==> src/rtl/spmx_pkg.sv <==
// shared types and constants for the splitmix64 keystream xor block
package spmx_pkg;

    localparam logic [63:0] GOLDEN_INC = 64'h9E37_79B9_7F4A_7C15;
    localparam logic [63:0] MIX_MUL_A  = 64'hBF58_476D_1CE4_E5B9;
    localparam logic [63:0] MIX_MUL_B  = 64'h94D0_49BB_1331_11EB;
    localparam logic [63:0] SEED_FOLD  = 64'h243F_6A88_85A3_08D3 + 64'h1319_8A2E_0370_7344;

    // register index, taken from paddr[3]
    localparam logic REG_SEED_PART_A = 1'b0;
    localparam logic REG_SEED_PART_B = 1'b1;

    // last partial product step of a 64x64 multiply
    localparam logic [1:0] MUL_LAST = 2'd2;

    typedef struct packed {
        logic [7:0] cipher;
        logic       first;
        logic       last;
        logic       need_key;
        logic [2:0] pos;
    } t_item;

endpackage

==> src/rtl/spmx_front.sv <==
// front end: accepts cipher bytes, tracks key position, queues classified requests
module spmx_front (
    input  logic                i_clk,
    input  logic                i_rst_n,
    input  logic                i_in_valid,
    output logic                o_in_stall,
    input  logic [7:0]          i_cipher_byte,
    input  logic                i_first_byte,
    input  logic                i_last_byte,
    output logic                o_push,
    output spmx_pkg::t_item     o_item,
    input  logic                i_full
);

    logic [2:0] r_byte_pos;
    logic [2:0] n_byte_pos;
    logic [2:0] n_pos_eff;

    assign o_in_stall = i_full;
    assign o_push     = i_in_valid && !i_full;

    // a first byte restarts at position zero
    assign n_pos_eff  = i_first_byte ? 3'd0 : r_byte_pos;
    assign n_byte_pos = i_last_byte ? 3'd0 : n_pos_eff + 3'd1;

    always_comb begin
        o_item.cipher   = i_cipher_byte;
        o_item.first    = i_first_byte;
        o_item.last     = i_last_byte;
        o_item.need_key = (n_pos_eff == 3'd0);
        o_item.pos      = n_pos_eff;
    end

    always_ff @(posedge i_clk) begin
        if (!i_rst_n) begin
            r_byte_pos <= 3'd0;
        end else if (o_push) begin
            r_byte_pos <= n_byte_pos;
        end
    end

endmodule

==> src/rtl/spmx_queue.sv <==
// small request queue between front end and keystream engine
module spmx_queue #(
    parameter int DEPTH = 4
) (
    input  logic             i_clk,
    input  logic             i_rst_n,
    input  logic             i_push,
    input  spmx_pkg::t_item  i_item,
    output logic             o_full,
    input  logic             i_pop,
    output spmx_pkg::t_item  o_item,
    output logic             o_empty
);

    localparam int PTR_W = (DEPTH > 1) ? $clog2(DEPTH) : 1;
    localparam int CNT_W = $clog2(DEPTH + 1);
    localparam logic [PTR_W-1:0] PTR_LAST = PTR_W'(DEPTH - 1);
    localparam logic [CNT_W-1:0] CNT_FULL = CNT_W'(DEPTH);

    spmx_pkg::t_item r_mem [DEPTH];
    logic [PTR_W-1:0] r_wr_ptr;
    logic [PTR_W-1:0] r_rd_ptr;
    logic [CNT_W-1:0] r_count;

    assign o_full  = (r_count == CNT_FULL);
    assign o_empty = (r_count == '0);
    assign o_item  = r_mem[r_rd_ptr];

    always_ff @(posedge i_clk) begin
        if (i_push) begin
            r_mem[r_wr_ptr] <= i_item;
        end
    end

    always_ff @(posedge i_clk) begin
        if (!i_rst_n) begin
            r_wr_ptr <= '0;
            r_rd_ptr <= '0;
            r_count  <= '0;
        end else begin
            if (i_push) begin
                r_wr_ptr <= (r_wr_ptr == PTR_LAST) ? '0 : r_wr_ptr + 1'b1;
            end
            if (i_pop) begin
                r_rd_ptr <= (r_rd_ptr == PTR_LAST) ? '0 : r_rd_ptr + 1'b1;
            end
            case ({i_push, i_pop})
                2'b10:   r_count <= r_count + 1'b1;
                2'b01:   r_count <= r_count - 1'b1;
                default: r_count <= r_count;
            endcase
        end
    end

    a_no_push_full: assert property (@(posedge i_clk) disable iff (!i_rst_n)
        o_full |-> !i_push)
        else $error("push into full queue");

    a_no_pop_empty: assert property (@(posedge i_clk) disable iff (!i_rst_n)
        o_empty |-> !i_pop)
        else $error("pop from empty queue");

endmodule

==> src/rtl/spmx_back.sv <==
// keystream engine: splitmix64 step over a shared 32x32 multiplier, xor and output register
module spmx_back (
    input  logic             i_clk,
    input  logic             i_rst_n,
    input  logic [63:0]      i_seed,
    input  logic             i_empty,
    output logic             o_pop,
    input  spmx_pkg::t_item  i_item,
    output logic             o_out_valid,
    input  logic             i_out_stall,
    output logic [7:0]       o_plain_byte,
    output logic             o_last_out
);

    typedef enum logic [2:0] {
        S_IDLE,
        S_ADV,
        S_MUL_A,
        S_MID,
        S_MUL_B,
        S_KEY
    } t_state;

    t_state          r_state;
    spmx_pkg::t_item r_item;
    logic [63:0]     r_gen_state;
    logic [63:0]     r_key_word;
    logic [63:0]     r_x;
    logic [63:0]     r_acc;
    logic [1:0]      r_step;
    logic            r_out_valid;
    logic [7:0]      r_plain_byte;
    logic            r_last_out;

    logic            n_slot_free;
    logic [63:0]     n_base;
    logic [63:0]     n_adv;
    logic [63:0]     n_const;
    logic [31:0]     n_mul_a;
    logic [31:0]     n_mul_b;
    logic [63:0]     n_prod;
    logic [63:0]     n_key;

    assign n_slot_free = !r_out_valid || !i_out_stall;
    assign o_pop       = (r_state == S_IDLE) && !i_empty && n_slot_free;

    assign n_base = r_item.first ? i_seed : r_gen_state;
    assign n_adv  = n_base + spmx_pkg::GOLDEN_INC;
    assign n_key  = r_acc ^ (r_acc >> 31);

    // low 64 bits of x * c from three 32x32 partial products
    assign n_const = (r_state == S_MUL_B) ? spmx_pkg::MIX_MUL_B : spmx_pkg::MIX_MUL_A;

    always_comb begin
        case (r_step)
            2'd0: begin
                n_mul_a = r_x[31:0];
                n_mul_b = n_const[31:0];
            end
            2'd1: begin
                n_mul_a = r_x[63:32];
                n_mul_b = n_const[31:0];
            end
            default: begin
                n_mul_a = r_x[31:0];
                n_mul_b = n_const[63:32];
            end
        endcase
    end

    assign n_prod = {32'd0, n_mul_a} * {32'd0, n_mul_b};

    always_ff @(posedge i_clk) begin
        if (!i_rst_n) begin
            r_state     <= S_IDLE;
            r_out_valid <= 1'b0;
            r_gen_state <= spmx_pkg::SEED_FOLD;
            r_step      <= 2'd0;
        end else begin
            if (r_out_valid && !i_out_stall) begin
                r_out_valid <= 1'b0;
            end
            case (r_state)
                S_IDLE: begin
                    if (o_pop) begin
                        r_item <= i_item;
                        if (i_item.need_key) begin
                            r_state <= S_ADV;
                        end else begin
                            r_out_valid  <= 1'b1;
                            r_plain_byte <= i_item.cipher ^ r_key_word[i_item.pos*8 +: 8];
                            r_last_out   <= i_item.last;
                        end
                    end
                end
                S_ADV: begin
                    r_gen_state <= n_adv;
                    r_x         <= n_adv ^ (n_adv >> 30);
                    r_step      <= 2'd0;
                    r_state     <= S_MUL_A;
                end
                S_MUL_A, S_MUL_B: begin
                    if (r_step == 2'd0) begin
                        r_acc <= n_prod;
                    end else begin
                        r_acc <= r_acc + {n_prod[31:0], 32'd0};
                    end
                    if (r_step == spmx_pkg::MUL_LAST) begin
                        r_step  <= 2'd0;
                        r_state <= (r_state == S_MUL_A) ? S_MID : S_KEY;
                    end else begin
                        r_step <= r_step + 2'd1;
                    end
                end
                S_MID: begin
                    r_x     <= r_acc ^ (r_acc >> 27);
                    r_state <= S_MUL_B;
                end
                S_KEY: begin
                    r_key_word   <= n_key;
                    r_out_valid  <= 1'b1;
                    r_plain_byte <= r_item.cipher ^ n_key[r_item.pos*8 +: 8];
                    r_last_out   <= r_item.last;
                    r_state      <= S_IDLE;
                end
                default: begin
                    r_state <= S_IDLE;
                end
            endcase
        end
    end

    assign o_out_valid  = r_out_valid;
    assign o_plain_byte = r_plain_byte;
    assign o_last_out   = r_last_out;

    a_pop_only_idle: assert property (@(posedge i_clk) disable iff (!i_rst_n)
        o_pop |-> (r_state == S_IDLE))
        else $error("request popped while engine busy");

    a_slot_free_busy: assert property (@(posedge i_clk) disable iff (!i_rst_n)
        (r_state != S_IDLE) |-> !r_out_valid)
        else $error("output register occupied during key generation");

endmodule

==> src/rtl/splitmix64_keystream_xor_top.sv <==
// top level of the splitmix64 keystream xor decryptor with register port
// Decrypts a byte stream by xor with a splitmix64 keystream. Each request carries one cipher
// byte plus first and last flags and yields exactly one plain byte with the last flag copied.
// The generator seed is seed_part_a ^ seed_part_b ^ a fixed fold constant; a first-flagged
// byte reloads the generator from it, and register writes take effect only at the next first
// byte. Bytes that reuse the current key word are xored with the stored word. A byte that opens
// a key word (byte 0 of each group of eight, any first-flagged byte, the byte after a last byte)
// first advances the generator, then runs two 64-bit multiplies of three 32x32 partial products
// each through a single shared multiplier with a fold between them, and ends in a key/output
// step. A queue of QUEUE_DEPTH requests sits between the input side and the engine, so input
// keeps flowing while a key word is built until the queue fills; a one-entry output register
// decouples the output side. Registers are 64 bits at byte addresses 0 (seed_part_a) and 8
// (seed_part_b); pready is always high and reads return the register value.
module splitmix64_keystream_xor_top #(
    parameter int QUEUE_DEPTH = 4
) (
    input  logic        i_clk,
    input  logic        i_rst_n,
    // input requests
    input  logic        i_in_valid,
    output logic        o_in_stall,
    input  logic [7:0]  i_cipher_byte,
    input  logic        i_first_byte,
    input  logic        i_last_byte,
    // output requests
    output logic        o_out_valid,
    input  logic        i_out_stall,
    output logic [7:0]  o_plain_byte,
    output logic        o_last_out,
    // register port
    input  logic        psel,
    input  logic        penable,
    input  logic        pwrite,
    input  logic [3:0]  paddr,
    input  logic [63:0] pwdata,
    output logic [63:0] prdata,
    output logic        pready
);

    logic [63:0]     r_seed_part_a;
    logic [63:0]     r_seed_part_b;
    logic [63:0]     n_seed;
    logic            n_cfg_write;

    logic            n_push;
    logic            n_pop;
    logic            n_full;
    logic            n_empty;
    spmx_pkg::t_item n_push_item;
    spmx_pkg::t_item n_head_item;

    // register port: write on the access phase, zero wait states
    assign pready      = 1'b1;
    assign n_cfg_write = psel && penable && pwrite && pready;

    always_ff @(posedge i_clk) begin
        if (!i_rst_n) begin
            r_seed_part_a <= 64'd0;
            r_seed_part_b <= 64'd0;
        end else if (n_cfg_write) begin
            case (paddr[3])
                spmx_pkg::REG_SEED_PART_A: r_seed_part_a <= pwdata;
                spmx_pkg::REG_SEED_PART_B: r_seed_part_b <= pwdata;
                default:                   r_seed_part_a <= r_seed_part_a;
            endcase
        end
    end

    always_comb begin
        case (paddr[3])
            spmx_pkg::REG_SEED_PART_A: prdata = r_seed_part_a;
            spmx_pkg::REG_SEED_PART_B: prdata = r_seed_part_b;
            default:                   prdata = 64'd0;
        endcase
    end

    // combined generator seed
    assign n_seed = r_seed_part_a ^ r_seed_part_b ^ spmx_pkg::SEED_FOLD;

    // front end: position tracking and classification
    spmx_front u_front (
        .i_clk         (i_clk),
        .i_rst_n       (i_rst_n),
        .i_in_valid    (i_in_valid),
        .o_in_stall    (o_in_stall),
        .i_cipher_byte (i_cipher_byte),
        .i_first_byte  (i_first_byte),
        .i_last_byte   (i_last_byte),
        .o_push        (n_push),
        .o_item        (n_push_item),
        .i_full        (n_full)
    );

    // request queue
    spmx_queue #(
        .DEPTH (QUEUE_DEPTH)
    ) u_queue (
        .i_clk   (i_clk),
        .i_rst_n (i_rst_n),
        .i_push  (n_push),
        .i_item  (n_push_item),
        .o_full  (n_full),
        .i_pop   (n_pop),
        .o_item  (n_head_item),
        .o_empty (n_empty)
    );

    // keystream engine and output register
    spmx_back u_back (
        .i_clk        (i_clk),
        .i_rst_n      (i_rst_n),
        .i_seed       (n_seed),
        .i_empty      (n_empty),
        .o_pop        (n_pop),
        .i_item       (n_head_item),
        .o_out_valid  (o_out_valid),
        .i_out_stall  (i_out_stall),
        .o_plain_byte (o_plain_byte),
        .o_last_out   (o_last_out)
    );

endmodule
==> config.mk <==
export PLATFORM = sky130hd
export DESIGN_NAME = splitmix64_keystream_xor_top
export DESIGN_NICKNAME = d
export VERILOG_FILES = /design/src/rtl/spmx_pkg.sv /design/src/rtl/spmx_front.sv /design/src/rtl/spmx_queue.sv /design/src/rtl/spmx_back.sv /design/src/rtl/splitmix64_keystream_xor_top.sv
export SDC_FILE = /design/constraint.sdc
export NUM_CORES = 2
export LEC_CHECK = 0
export BUFFER_PORTS_ARGS = -buffer_cell sky130_fd_sc_hd__buf_2
export CAP_MARGIN = 40
export CORE_ASPECT_RATIO = 1.5
export CORE_UTILIZATION = 40
export DETAILED_ROUTE_END_ITERATION = 6
export MAX_ROUTING_LAYER = met4
export PLACE_DENSITY = 0.53
export SLEW_MARGIN = 20
export SYNTH_ARGS = -nofsm -noshare
export SYNTH_HDL_FRONTEND = slang
export SYNTH_SLANG_ARGS = --single-unit
==> constraint.sdc <==
create_clock -name i_clk -period 14.66 [get_ports i_clk]
set_clock_uncertainty 0.1 [all_clocks]
set_input_delay 1.466 -clock i_clk [delete_from_list [all_inputs] [get_ports i_clk]]
set_output_delay 1.466 -clock i_clk [all_outputs]
set_load 0.02 [all_outputs]
Word-level counts from Yosys, hierarchy flattened
Memory sizes are Yosys's and may differ from the RTL's. A register that Yosys moved wholly into a read port is not among the register bits.
Cells that the tools add are included.
{"block": "totals", "mem_count": 1, "out_inout_bits": 76, "elab_cells": 117, "reg_bits": 422, "ram_bits": 56}
{"name": "u_queue.r_mem", "depth": 4, "word_bits": 14, "read_ports": 1, "rd_clocked_by_memory_dff": 1, "wr": 1, "line": "spmx_queue.sv:20", "source": "spmx_pkg::t_item r_mem [DEPTH];"}
{"block": "op_classes", "eq_ne": 16, "add_sub_neg": 8, "reduce_logical": 29, "multipliers": 1, "n_mux": 33, "bitwise": 8, "shift": 2}
{"cell": "$pmux 64 s2", "count": 2}
{"cell": "$mux 64", "count": 2}
{"cell": "$shiftx 64x7->8", "count": 2}
{"cell": "$add 64x64->64", "count": 1}
{"cell": "$add 64x64->64 const B", "count": 1}
{"cell": "$mul 32x32->64", "count": 1}
{"cell": "$mux 32", "count": 2}
{"cell": "$xor 64x33->64", "count": 1}
{"cell": "$xor 64x34->64", "count": 1}
{"cell": "$xor 64x37->64", "count": 1}
{"cell": "$xor 64x64->64", "count": 1}
{"cell": "$mux 62", "count": 1}
{"cell": "$not 33->33", "count": 1}
{"cell": "$mux 3", "count": 6}
{"cell": "$mux 8", "count": 2}
{"cell": "$pmux 8 s2", "count": 1}
{"cell": "$xor 8x8->8", "count": 2}
{"cell": "$pmux 3 s4", "count": 1}
{"cell": "$mux 2", "count": 5}
{"cell": "$reduce_and 2->1", "count": 5}
{"cell": "$eq 3x3->1 const B", "count": 3}
{"cell": "$logic_not 3->1", "count": 3}
{"cell": "$eq 2x2->1 const B", "count": 4}
{"cell": "$reduce_bool 2->1", "count": 4}
{"cell": "20 further kinds", "count": 44}

Logic depth before layout (Yosys ltp)
{"block": "logic_depth", "word_depth": 6, "mapped_depth": 44}

Cells and area by module
From an unflattened synthesis, not the netlist that was laid out.
{"block": "hier_totals", "hier_cells": 5489, "hier_area_um2": 55832.3}
{"mod": "spmx_back", "area_each_um2": 46905.0, "n_inst": 1, "cells_per_inst": 4713, "seq_area_each_um2": 7827.5}
{"mod": "splitmix64_keystream_xor_top", "area_each_um2": 6133.4, "n_inst": 1, "cells_per_inst": 622, "seq_area_each_um2": 2562.5}
{"mod": "spmx_queue", "area_each_um2": 2512.4, "n_inst": 1, "cells_per_inst": 120, "seq_area_each_um2": 1861.8}
{"mod": "spmx_front", "area_each_um2": 281.5, "n_inst": 1, "cells_per_inst": 34, "seq_area_each_um2": 60.1}

Worst setup path before layout
OpenSTA, ideal clock, no wires.
{"block": "synth_path", "path_kind": "register -> register", "start": "register u_back.r_state[0]", "end": "register u_back.r_acc[62], data pin", "stages_incl_launch_ff": 41, "n_path_buf": 5, "arrival_time_ps": 9747, "setup_slack_ps": 4545, "synth_period_minus_slack_ps": 10115, "path_cell_list": "dfxtp_1 clkbuf_1 nor2_1 nand2_1 clkbuf_1 buf_1 ha_1 inv_1 clkbuf_1 a21oi_1 inv_1 fa_1 inv_1 fa_1 fa_1 inv_1 fa_1 inv_1 [5 not listed] fa_1 ha_1 buf_2 nand4_1 or2_2 a2111oi_0 nor2_1 xnor2_1 ha_1 and3_1 and3_1 nand3b_1 o211ai_1 o41ai_1 a21oi_1 a31oi_1 xor2_1 mux2i_1"}
{"block": "synth_between", "elab_chain_len": 6}
{"element": "from (decl)", "line": "spmx_back.sv:24", "source": "t_state r_state;"}
{"element": "from (signal assigned)", "line": "spmx_back.sv:110", "source": "r_state <= (r_state == S_MUL_A) ? S_MID : S_KEY;"}
{"element": "$eq 3x3->1 (*)", "line": "spmx_back.sv:52", "source": "assign n_const = (r_state == S_MUL_B) ? spmx_pkg::MIX_MUL_B : spmx_pkg::MIX_MUL_A;"}
{"element": "$mux 62 (*)", "line": "spmx_back.sv:52"}
{"element": "$mux 32 (*)", "line": "spmx_back.sv:55", "source": "case (r_step)"}
{"element": "$mul 32x32->64 (*)", "line": "spmx_back.sv:71", "source": "assign n_prod = {32'd0, n_mul_a} * {32'd0, n_mul_b};"}
{"element": "$add 64x64->64", "line": "spmx_back.sv:106", "source": "r_acc <= r_acc + {n_prod[31:0], 32'd0};"}
{"element": "$mux 64 (*)", "line": "spmx_back.sv:103", "source": "if (r_step == 2'd0) begin"}
{"element": "to (signal assigned)", "line": "spmx_back.sv:104", "source": "r_acc <= n_prod;"}
{"element": "to (signal assigned)", "line": "spmx_back.sv:106"}
{"element": "to (decl)", "line": "spmx_back.sv:29", "source": "logic [63:0] r_acc;"}
Mark *: on every way between the ends. The rest lies on a longest branch, timed or not.
A chain may end at the register's enable or synchronous reset.

Final worst setup path
{"block": "layout_path", "start": "register u_back.r_state[1]", "end": "register u_back.r_acc[62], data pin"}
Same word-level chain as after synthesis.

==> impl_metrics.env <==
export IMPL_cts_clk_pin_slew_worst_paths_ps=70
export IMPL_num_fill_cells=13500
export IMPL_cts_tree="built"
export IMPL_timing_rr_start="u_back.r_state[1]"
export IMPL_status="completed"
export IMPL_htree_num_levels=2
export IMPL_max_stage_delay_ps=650
export IMPL_final_common_cell="inv_1"
export IMPL_globalRouteMet3Util_pct=2.29
export IMPL_floorplan_initialDensity_pct=40.3
export IMPL_setup_violations=0
export IMPL_fp_dieArea_um2=139000
export IMPL_die_w_um=304
export IMPL_placeableCoreArea_um2=136000
export IMPL_synth_area_um2=54900
export IMPL_fin_nets=6835
export IMPL_detail_route_iter0_violations=2616
export IMPL_timing_slew_headroom_pct=18.9
export IMPL_postSynthNetCount=6766
export IMPL_die_height_um=456
export IMPL_post_route_drc_count=0
export IMPL_worst_r2r_endpoint="u_back.r_acc[62]"
export IMPL_numPortBuffers=156
export IMPL_maximum_count_of_clock_buffers_along_a_single_path=3
export IMPL_rows=166
export IMPL_cts_setup_buffers=0
export IMPL_cp_arrival_ps=12470
export IMPL_routed_via_density=5.39
export IMPL_synthArstFlopShare_pct=0
export IMPL_finalCritPeriodShare_pct=83.5
export IMPL_period_minus_slack_ps=12240
export IMPL_peak_fanout_along_the_critical_path=52
export IMPL_worstSetupStartpointType="flop"
export IMPL_synth_edff_count=270
export IMPL_setup_tns_final_ps=0
export IMPL_hpwl_mm=166
export IMPL_areaGrowthSynthToFinish_pct=7.46
export IMPL_totalWireLength_mm=197
export IMPL_fraction_of_final_layout_cells_with_drive_strength_greater_than_1_pct=9.73
export IMPL_grtUsageMet2_pct=52.4
export IMPL_max_freq_mhz=81.7
export IMPL_numClockSinks=480
export IMPL_setup_worst_path_start="u_back.r_state[1]"
export IMPL_cts_root_buf="clkbuf_16"
export IMPL_final_max_slew_viol_count=0
export IMPL_grt_use_total_pct=29.5
export IMPL_path_common_cell="fa_1"
export IMPL_cpMaxStageDelayCell="dfxtp_1"
export IMPL_postRouteAntennaNets=0
export IMPL_hold_path_class="reg -> reg"
export IMPL_post_cts_resized_instances=0
export IMPL_grt_pass1_wl_mm=288
export IMPL_worstSetupEndpoint="u_back.r_acc[62]"
export IMPL_worstPathRequired_ps=14890
export IMPL_setup_reg_to_reg_worst_slack_ps=2420
export IMPL_number_of_buffers_added_by_the_clock_tree_synthesis_step=43
export IMPL_routed_via_count=39600
export IMPL_timing_worst_setup_path_type="reg -> reg"
export IMPL_finalHoldViolations=0
export IMPL_detailed_router_iteration_count_before_antenna_repair=6
export IMPL_gp_congestion=0.988
export IMPL_multiInputGateArea_um2=38200
export IMPL_clock_insertion_delay_at_the_later_pin_of_the_skew_report_ps=620
export IMPL_yosys_warnings=0
export IMPL_worstMarginPinSlew_ps=1220
export IMPL_synth_lib_cells_used_distinct=94
export IMPL_wl_per_cell_um=26.8
export IMPL_ys_seq_area_share_pct=22.4
export IMPL_r2r_cells=37
export IMPL_layout_cells_most_common_list="inv_1 (959), fa_1 (828), nand2_1 (548)"
export IMPL_rsz_0062_raised_after_global_routing="no"
export IMPL_global_route_usage_met1_pct=30.6
export IMPL_antenna_found_initial=2
export IMPL_maxCapViolations=0
export IMPL_design_portCount=161
export IMPL_netlist_instances=5479
export IMPL_number_of_global_route_vias_before_repair=42400
export IMPL_grt_start_max_net_pins=69
export IMPL_final_seq_area_um2=12300
export IMPL_postCtsHoldBufs=0
export IMPL_synth_seq_cells=480
export IMPL_ys_flop_type="edfxtp_1"
export IMPL_grt_busiest_layer="met2"
export IMPL_syn_area_per_cell_um2=10.0
export IMPL_globalRoute_totalOverflow=0
export IMPL_category_of_the_worst_setup_path_capture_point="flop"
==> logic make-up after synthesis <==
family                     count (synthesis)  synth area share (%)
other                                      1               0.00683
and+or+nand+nor                         1332                  11.2
adders and majority gates               1203                  38.7
DFF                                      480                  22.4
muxes                                    226                  5.64
AOI/OAI and AO/OA                        766                  8.56
xor gates and xnor gates                 322                  5.39
buffers and inverters                   1149                  8.07
==> flip-flops by register name, summed over array words and instances (netlist names), named ones only <==
name / flops
r_seed_part_a: 64
r_seed_part_b: 64
u_back.r_acc: 64
u_back.r_gen_state: 64
u_back.r_key_word: 64
u_back.r_x: 64
u_queue.r_mem: 56
u_back.r_item: 13
u_back.o_plain_byte: 8
u_back.r_state: 3
u_front.r_byte_pos: 3
u_queue.r_count: 3
u_back.r_step: 2
u_queue.r_rd_ptr: 2
u_queue.r_wr_ptr: 2
u_back.o_last_out: 1
u_back.o_out_valid: 1
==> synth_stat cells (all sizes together), types with 107 or more instances <==
| cell type | instances | area [um^2] |
|---|---|---|
| nor2 | 330 | 1260 |
| inv | 957 | 3590 |
| fa | 828 | 16600 |
| mux2 | 107 | 1210 |
| nand2 | 554 | 2090 |
| clkbuf | 161 | 604 |
| xor2 | 151 | 1320 |
| and2 | 137 | 860 |
| xnor2 | 162 | 1430 |
| dfxtp | 210 | 4200 |
| edfxtp | 270 | 8110 |
| o21ai | 138 | 724 |
| ha | 374 | 4680 |
| a21oi | 333 | 1680 |
==> layer usage <==
metal | vias to the layer above | routed length, um | part of all wire, %
li1 | 17800 | - | -
met2 | 1282 | 103000 | 52
met4 | 0 | 18100 | 9.2
met3 | 498 | 7170 | 3.6
met5 | - | 0 | 0
met1 | 20000 | 68900 | 35
==> layout make-up <==
cell class / count / area share (%)
multi-input combinational: 3850 / 64.8
sequential: 480 / 20.9
inverter: 959 / 6.11
tap: 1764 / 3.74
timing repair buffer: 214 / 2.17
clock buffer: 65 / 2.09
clock inverter: 14 / 0.182
antenna: 3 / 0.0127
==> critical path: cells and delay by family, from the launching register on <==
family | cells | cell delay (ps)
buffers and inverters | 9 | 1840
flip-flops | 1 | 650
AO/OA/AOI/OAI | 5 | 1470
AND/OR/NAND/NOR | 9 | 2000
multiplexers | 1 | 90
adder cells (fa/ha/maj) | 11 | 5180
XOR/XNOR | 2 | 530
==> worst min-delay path by stage <==
stage | start | end | cells after the start
floorplan | u_back.r_acc[63] | u_back.r_key_word[63] | 0
global placement | u_back.r_gen_state[19] | u_back.r_gen_state[19] | 2
detailed placement | u_back.r_gen_state[63] | u_back.r_gen_state[63] | 2
CTS | u_back.r_gen_state[63] | u_back.r_gen_state[63] | 2
global route | u_back.r_gen_state[32] | u_back.r_gen_state[32] | 2
finish | u_back.r_gen_state[63] | u_back.r_gen_state[63] | 2
==> through the flow <==
stage / instance area, um^2 / hold WS [ps] / cells / utilization (%) / setup slack (ps)
4_1_cts: 58900 / 354 / 7343 / 43.2 / 2560
3_3_place_gp: 57400 / 342 / 7246 / 42.1 / 2640
6_report: 59000 / 350 / 7349 / 43.3 / 2420
5_1_grt: 59000 / 375 / 7346 / 43.3 / 2010
3_5_place_dp: 57600 / 345 / 7264 / 42.3 / 2640
2_1_floorplan: 54900 / 324 / 5479 / - / 4550
Power is not shown: default switching activity piles up to over one toggle a cycle in this logic, so the estimate is an artifact.
